## config.mk

```make
export PLATFORM = sky130hd
export DESIGN_NAME = best_worst_fit_block_allocator_top
export DESIGN_NICKNAME = d
export VERILOG_FILES = /design/src/rtl/bwfba_pkg.sv /design/src/rtl/best_worst_fit_block_allocator_top.sv
export VERILOG_INCLUDE_DIRS = /design/src /design/src/rtl
export SDC_FILE = /design/constraint.sdc
export NUM_CORES = 1
export LEC_CHECK = 0
export ABC_CLOCK_PERIOD_IN_PS = 8400
export BUFFER_PORTS_ARGS = -buffer_cell sky130_fd_sc_hd__buf_2
export CORE_ASPECT_RATIO = 0.6
export CORE_MARGIN = 8
export CORE_UTILIZATION = 30
export DETAILED_ROUTE_END_ITERATION = 8
export PLACE_DENSITY = 0.44
export RECOVER_POWER = 100
export SKIP_CTS_REPAIR_TIMING = 1
export SLEW_MARGIN = 20
export SYNTH_ARGS = -nofsm -noshare
export SYNTH_HDL_FRONTEND = slang
export SYNTH_SLANG_ARGS = --single-unit
```

## constraint.sdc

```tcl
create_clock -name clock -period 8.4 [get_ports clock]
set_clock_uncertainty 0.05 [all_clocks]
set_input_delay 0.84 -clock clock [delete_from_list [all_inputs] [get_ports clock]]
set_output_delay 0.84 -clock clock [all_outputs]
set_load 0.005 [all_outputs]
```

## src/rtl/best_worst_fit_block_allocator_top_macros.svh

```systemverilog
// Assertion helpers for the allocator RTL.
// Both use the clock and reset port names of the module that includes them.
`ifndef BEST_WORST_FIT_BLOCK_ALLOCATOR_TOP_MACROS_SVH
`define BEST_WORST_FIT_BLOCK_ALLOCATOR_TOP_MACROS_SVH

// Same-cycle implication.
`define BWFBA_ASSERT_NOW(lbl, ante, cons, msg) \
   lbl: assert property (@(posedge clock) disable iff (reset) (ante) |-> (cons)) \
      else $error(msg);

// Next-cycle implication.
`define BWFBA_ASSERT_NEXT(lbl, ante, cons, msg) \
   lbl: assert property (@(posedge clock) disable iff (reset) (ante) |=> (cons)) \
      else $error(msg);

`endif

```

## src/rtl/bwfba_pkg.sv

```systemverilog
`timescale 1ns / 1ps

package bwfba_pkg;

   localparam int NUM_BLOCKS = 8;
   localparam int SIZE_BITS  = 16;
   localparam int IDX_BITS   = $clog2(NUM_BLOCKS);

   // field widths fixed by the item formats
   localparam int SEL_BITS    = 3;
   localparam int AMOUNT_BITS = 16;

   typedef enum logic {
      OP_LOAD  = 1'b0,
      OP_ALLOC = 1'b1
   } op_type;

   typedef enum logic [1:0] {
      STAT_LOADED   = 2'd0,
      STAT_ASSIGNED = 2'd1,
      STAT_NO_FIT   = 2'd2
   } status_type;

   typedef enum logic {
      CSR_FIT_POLICY     = 1'b0,
      CSR_PARTITION_MODE = 1'b1
   } csr_index_type;

   typedef enum logic {
      FIT_BEST  = 1'b0,
      FIT_WORST = 1'b1
   } fit_policy_type;

   typedef enum logic {
      PART_VARIABLE = 1'b0,
      PART_FIXED    = 1'b1
   } partition_mode_type;

   typedef struct packed {
      op_type                 op;
      logic [SEL_BITS-1:0]    block_select;
      logic [AMOUNT_BITS-1:0] amount;
   } req_payload_type;

   typedef struct packed {
      status_type             status;
      logic [SEL_BITS-1:0]    block_index;
      logic [AMOUNT_BITS-1:0] leftover;
   } rsp_payload_type;

endpackage

```

## src/rtl/best_worst_fit_block_allocator_top.sv

```systemverilog
`timescale 1ns / 1ps
// Best/worst fit block allocator. Holds a free-space counter per block (all zero
// after reset). A load transfer writes one block's counter and returns status
// "loaded". An allocate transfer scans every block with a single shared
// subtract/compare unit, one block per cycle, and picks the fitting block with
// the smallest (best fit) or largest (worst fit) leftover, lowest index on a
// tie. It then shrinks that block by the request (variable mode) or zeroes it
// (fixed mode) and returns its index and leftover, or "no fit". A load goes
// from idle straight to the done state; an allocate passes through the scan
// state first. The done state loads the output register once it is free.
// req_ready is high only while the sequencer is idle, so one item is in flight
// at a time; the result sits in an output register and the next request can be
// taken while it waits. Write the CSRs only while idle with no result pending.
`include "best_worst_fit_block_allocator_top_macros.svh"

module best_worst_fit_block_allocator_top (
   input  logic                      clock,
   input  logic                      reset,
   input  logic                      req_valid,
   output logic                      req_ready,
   input  bwfba_pkg::req_payload_type req_payload,
   output logic                      rsp_valid,
   input  logic                      rsp_ready,
   output bwfba_pkg::rsp_payload_type rsp_payload,
   input  logic                      csr_write_enable,
   input  bwfba_pkg::csr_index_type  csr_index,
   input  logic                      csr_wdata
);
   import bwfba_pkg::*;

   localparam logic [IDX_BITS-1:0] LAST_IDX = IDX_BITS'(NUM_BLOCKS - 1);

   typedef enum logic [2:0] {
      ST_IDLE = 3'b001,
      ST_SCAN = 3'b010,
      ST_DONE = 3'b100
   } state_type;

   state_type state_ff, state_in;

   // config
   fit_policy_type     fit_policy_ff;
   partition_mode_type partition_mode_ff;

   // free-space table
   logic [SIZE_BITS-1:0] block_space_ff [NUM_BLOCKS];

   // captured request
   op_type               op_ff;
   logic [SEL_BITS-1:0]  sel_ff;
   logic [SIZE_BITS-1:0] amount_ff;

   // scan state
   logic [IDX_BITS-1:0]  scan_idx_ff;
   logic                 found_ff;
   logic [IDX_BITS-1:0]  pick_ff;
   logic [SIZE_BITS-1:0] best_ff;

   // output register
   logic            rsp_valid_ff;
   rsp_payload_type rsp_data_ff;

   logic                 req_xfer;
   logic                 rsp_slot_free;
   logic [SIZE_BITS-1:0] room;
   logic [SIZE_BITS-1:0] rest;
   logic                 fits;
   logic                 take;
   logic                 load_in_range;
   logic [IDX_BITS-1:0]  load_idx;
   logic [SIZE_BITS-1:0] new_space;
   rsp_payload_type      rsp_next;

   assign req_ready     = (state_ff == ST_IDLE);
   assign req_xfer      = req_valid && req_ready;
   assign rsp_valid     = rsp_valid_ff;
   assign rsp_payload   = rsp_data_ff;
   assign rsp_slot_free = !rsp_valid_ff || rsp_ready;

   // shared scan unit: one block per cycle
   assign room = block_space_ff[scan_idx_ff];
   assign fits = (amount_ff <= room);
   assign rest = room - amount_ff;
   always_comb begin
      take = 1'b0;
      if (fits) begin
         if (!found_ff) begin
            take = 1'b1;
         end else if (fit_policy_ff == FIT_BEST) begin
            take = (rest < best_ff);
         end else begin
            take = (rest > best_ff);
         end
      end
   end

   // load target; a select past the table is dropped
   assign load_in_range = (32'(sel_ff) < NUM_BLOCKS);
   assign load_idx      = IDX_BITS'(sel_ff);

   assign new_space = (partition_mode_ff == PART_VARIABLE) ? best_ff : '0;

   always_comb begin
      rsp_next = '0;
      if (op_ff == OP_LOAD) begin
         rsp_next.status = STAT_LOADED;
      end else if (found_ff) begin
         rsp_next.status      = STAT_ASSIGNED;
         rsp_next.block_index = SEL_BITS'(pick_ff);
         rsp_next.leftover    = AMOUNT_BITS'(new_space);
      end else begin
         rsp_next.status = STAT_NO_FIT;
      end
   end

   // sequencer
   always_comb begin
      state_in = state_ff;
      unique case (state_ff)
         ST_IDLE: begin
            if (req_xfer) begin
               state_in = (req_payload.op == OP_ALLOC) ? ST_SCAN : ST_DONE;
            end
         end
         ST_SCAN: begin
            if (scan_idx_ff == LAST_IDX) begin
               state_in = ST_DONE;
            end
         end
         ST_DONE: begin
            if (rsp_slot_free) begin
               state_in = ST_IDLE;
            end
         end
         default: state_in = ST_IDLE;
      endcase
   end

   always_ff @(posedge clock) begin
      if (reset) begin
         state_ff <= ST_IDLE;
      end else begin
         state_ff <= state_in;
      end
   end

   // CSR writes
   always_ff @(posedge clock) begin
      if (reset) begin
         fit_policy_ff     <= FIT_BEST;
         partition_mode_ff <= PART_VARIABLE;
      end else if (csr_write_enable) begin
         unique case (csr_index)
            CSR_FIT_POLICY:     fit_policy_ff     <= fit_policy_type'(csr_wdata);
            CSR_PARTITION_MODE: partition_mode_ff <= partition_mode_type'(csr_wdata);
            default: ;
         endcase
      end
   end

   // request capture
   always_ff @(posedge clock) begin
      if (req_xfer) begin
         op_ff     <= req_payload.op;
         sel_ff    <= req_payload.block_select;
         amount_ff <= SIZE_BITS'(req_payload.amount);
      end
   end

   // scan bookkeeping
   always_ff @(posedge clock) begin
      if (reset) begin
         scan_idx_ff <= '0;
         found_ff    <= 1'b0;
      end else if (req_xfer) begin
         scan_idx_ff <= '0;
         found_ff    <= 1'b0;
      end else if (state_ff == ST_SCAN) begin
         scan_idx_ff <= scan_idx_ff + 1'b1;
         if (take) begin
            found_ff <= 1'b1;
         end
      end
   end

   always_ff @(posedge clock) begin
      if ((state_ff == ST_SCAN) && take) begin
         pick_ff <= scan_idx_ff;
         best_ff <= rest;
      end
   end

   // table update at result time
   always_ff @(posedge clock) begin
      if (reset) begin
         for (int i = 0; i < NUM_BLOCKS; i++) begin
            block_space_ff[i] <= '0;
         end
      end else if ((state_ff == ST_DONE) && rsp_slot_free) begin
         if (op_ff == OP_LOAD) begin
            if (load_in_range) begin
               block_space_ff[load_idx] <= amount_ff;
            end
         end else if (found_ff) begin
            block_space_ff[pick_ff] <= new_space;
         end
      end
   end

   // output register
   always_ff @(posedge clock) begin
      if (reset) begin
         rsp_valid_ff <= 1'b0;
      end else if ((state_ff == ST_DONE) && rsp_slot_free) begin
         rsp_valid_ff <= 1'b1;
      end else if (rsp_ready) begin
         rsp_valid_ff <= 1'b0;
      end
   end

   always_ff @(posedge clock) begin
      if (reset) begin
         rsp_data_ff <= '0;
      end else if ((state_ff == ST_DONE) && rsp_slot_free) begin
         rsp_data_ff <= rsp_next;
      end
   end

   // checks
   `BWFBA_ASSERT_NEXT(a_busy_after_req, req_xfer, !req_ready, "request taken while busy")
   `BWFBA_ASSERT_NEXT(a_scan_holds_rsp, state_ff == ST_SCAN, $stable(rsp_data_ff), "result changed during scan")
   `BWFBA_ASSERT_NOW(a_fixed_leftover, rsp_valid_ff && (partition_mode_ff == PART_FIXED) && (rsp_data_ff.status == STAT_ASSIGNED), rsp_data_ff.leftover == '0, "fixed mode leftover not zero")
   `BWFBA_ASSERT_NOW(a_unassigned_zero, rsp_valid_ff && (rsp_data_ff.status != STAT_ASSIGNED), (rsp_data_ff.block_index == '0) && (rsp_data_ff.leftover == '0), "unassigned result has data")

endmodule
```

==> results_dict.tcl <==
set metrics [dict create \
    slowest_delay_ps 1450 \
    cts_buffer_depth 3 \
    nets 828 \
    grt_use_total 0.133 \
    synth_edf_count 167 \
    synth_simple_gate_area_frac 0.121 \
    die_area_mm2 0.0369 \
    setup_tns_ps 0 \
    fp.coreArea_mm2 0.0302 \
    reg2reg_slack_ps 1720 \
    syn_area_mm2 0.00925 \
    ys_types 52 \
    r2r-end "best_ff[0]$_DFFE_PP_" \
    rsz0062_at_grt "false" \
    numCtsBuffers 20 \
    holdPathStages 2 \
    worst_ep_required_time_ps 8480 \
    synthArstFlopShare 0 \
    diodes 0 \
    synth_mux_area_frac 0.0984 \
    synth_top_family_by_area "simple AND/OR/NAND/NOR gates" \
    drtIter0Drc 390 \
    initial_core_util 0.306 \
    fp-row-count 49 \
    path_clk_slew_ps 70 \
    area_growth_pct 14.3 \
    hold_end "rsp_payload[19]$_SDFFE_PP0P_" \
    dr_wl_met3_mm 1.25 \
    rr_worst_depth 18 \
    worst_setup_path_end_kind "register" \
    path_cells "mux4_2 -> mux2i_1 -> ha_1 -> inv_1 -> fa_1 -> a21o_1 -> a21o_1 -> a41oi_1 -> o21bai_1 -> a21oi_1 -> xnor2_1 -> ha_1 -> nand4_1 -> nor2_1 -> a221oi_1 -> o211ai_1 -> o21a_1 -> a21oi_4" \
    grt_max_degree 41 \
    violations "max-capacitance violations, max-slew violations" \
    synth_xor_area_frac 0.0142 \
    synthFlopType "edfxtp_1" \
    portBuffers 49 \
    wl_met2_mm 10.8 \
    drive_gt1_frac 0.146 \
    hp-class "register to register" \
    dp_hpwl_mm 17.3 \
    powerDensity_mw_per_mm2 246 \
    slowest_stage "dfxtp_1" \
    worstSetupPathType "register to register" \
    final_common_cell "edfxtp_1" \
    drt-pass1-iter-count 4 \
    drt-total-wl_mm 25.1 \
    fp.dieH_um 152 \
    final_cells 1188 \
    grt_pass1_wl_mm 37.5 \
    root_buffer "clkbuf_16" \
    clock_sinks 201 \
    avgSynthCellArea_um2 12.9 \
    yosys.area_share.adder 0.0482 \
    vias_per_cell 5.00 \
    synth_compound_area_frac 0.0713 \
    synthesis.nets 777 \
    placedCellCount 1152 \
    ant_nets 0 \
    cts_tree "done" \
    clock.fmax_ghz 0.150 \
    fill_cells 2961 \
    htreeDepth 1 \
    yosysWarnings 0 \
    min_period_ps 6680 \
    die_w_um 243 \
    wl_per_cell_um 21.1 \
    worstMarginPinSlew_ps 1680 \
    arrival_ps 6760 \
    crit_buf_inv 1 \
    finalSetupViolCount 0 \
    boundaryPins 50 \
    grt-ovfl-total 0 \
    ir_worst_vdd_uv 112 \
    period_share 0.796 \
    drv_cap 1 \
    maxSlewViolCount 24 \
    ys_seq_area_frac 0.616 \
    relSlewSlack -0.118 \
    num_vias 5940 \
    drt-met1-wl_mm 12.7 \
    gp_congestion 0.851 \
    clk_latency_ps 500 \
    ys_ff_latch 201 \
    syn-instance-count 715 \
    drc 0 \
    highest_layer "met4" \
    antenna_found_initial 0 \
    final_cell_mix "167 x edfxtp_1, 148 x nor2_1, 40 x a21oi_1" \
    crit_fanout 23 \
    crit_path_start_kind "register" \
    path_delay_family "compound AO/OA/AOI/OAI gates" \
    status "finished with violations" \
    grt_pass1_vias 5950 \
    p_leak_nw 3.90 \
    hold_violations 0 \
    hp-start "rsp_payload[19]$_SDFFE_PP0P_" \
]
==> how the worst max path moves through the flow <==
| stage | slack, ps | cells after the start | endpoint | start |
|---|---|---|---|---|
| 2_1_floorplan | 2400 | 18 | best_ff[0]$_DFFE_PP_ | register |
| 3_3_place_gp | 2030 | 18 | pick_ff[1]$_DFFE_PP_ | register |
| 3_5_place_dp | 1960 | 18 | pick_ff[2]$_DFFE_PP_ | register |
| 4_1_cts | 1930 | 18 | best_ff[0]$_DFFE_PP_ | register |
| 5_1_grt | 1120 | 18 | best_ff[0]$_DFFE_PP_ | register |
| 6_report | 1720 | 18 | best_ff[0]$_DFFE_PP_ | register |
==> synth_stat cells (3+ instances only) <==
library cell | instances | area [um2]
a21o_1 | 10 | 75.1
a21oi_1 | 41 | 205
a22o_1 | 19 | 166
a31oi_1 | 3 | 18.8
and2_1 | 3 | 18.8
buf_1 | 4 | 15.0
buf_2 | 10 | 50.1
clkbuf_1 | 13 | 48.8
dfxtp_1 | 34 | 681
edfxtp_1 | 167 | 5010
ha_1 | 34 | 425
inv_1 | 38 | 143
mux2_2 | 15 | 169
mux4_2 | 32 | 721
nand2_1 | 26 | 97.6
nand2b_1 | 13 | 81.3
nand3_1 | 6 | 30.0
nand4_1 | 6 | 37.5
nor2_1 | 148 | 556
nor2b_1 | 5 | 31.3
nor3_1 | 19 | 95.1
nor4_1 | 4 | 25.0
o21a_1 | 4 | 30.0
o21ai_0 | 9 | 45.0
o22ai_1 | 3 | 18.8
xnor2_1 | 10 | 87.6
xor2_1 | 5 | 43.8
==> per-stage QoR <==
step	instance area (um2)	hold WS [ps]	utilization	power [W]	worst slack (ps)
global route	10600	423	0.350	0.00271	1120
CTS	10600	401	0.352	0.00263	1930
detailed placement	9940	392	0.330	0.00168	1960
floorplan	9250	384	-	0.00152	2400
global placement	9940	387	0.329	0.00167	2030
finish	10600	405	0.350	0.00260	1720
==> layer usage <==
layer | global-route usage | vias to the layer above
met5 | 0 | -
met4 | 0.0219 | 0
met3 | 0.0249 | 26
met2 | 0.197 | 167
met1 | 0.202 | 3015
li1 | - | 2732
==> state kept, by name, summed over array words and instances, names as in the netlist, named ones only <==
register / cells
block_space_ff: 128
rsp_payload: 21
amount_ff: 16
best_ff: 16
load_idx: 3
pick_ff: 3
scan_idx_ff: 3
state_ff: 3
fit_policy_ff: 1
found_ff: 1
op_ff: 1
partition_mode_ff: 1
rsp_valid: 1
==> final cells by class <==
class                      instances  area, um2  share of cell area
clock buffer                      29        608              0.0575
timing repair buffer              59        274              0.0259
sequential                       201       5700               0.539
inverter                          38        143              0.0135
tap                              408        510              0.0483
clock inverter                     7       85.1             0.00805
multi-input combinational        446       3250               0.308
==> kinds of logic after synthesis <==
group	after synthesis
buf+inv	68
simple gates	247
compound gates	100
xor+xnor	15
mux	49
fa+ha+maj	35
flops	201
==> worst reg2reg max path: cells and delay by family (launching register included) <==
family / cells / cell delay, ps
buffers and inverters: 1 / 60
and+or+nand+nor: 2 / 280
adders and majority gates: 3 / 920
DFF: 1 / 1450
AOI/OAI and AO/OA: 9 / 2550
muxes: 2 / 840
xor gates and xnor gates: 1 / 190
==> report_power, final <==
| part | switching [W] | internal [W] | total, W | leakage (nW) |
|---|---|---|---|---|
| logic | 0.000295 | 0.000168 | 0.000463 | 1.61 |
| clock network | 0.000379 | 0.000566 | 0.000945 | 0.336 |
| registers | 0.0000371 | 0.00115 | 0.00119 | 1.96 |
| total | 0.000711 | 0.00189 | 0.00260 | 3.90 |
(Power assumes the default switching activity.)
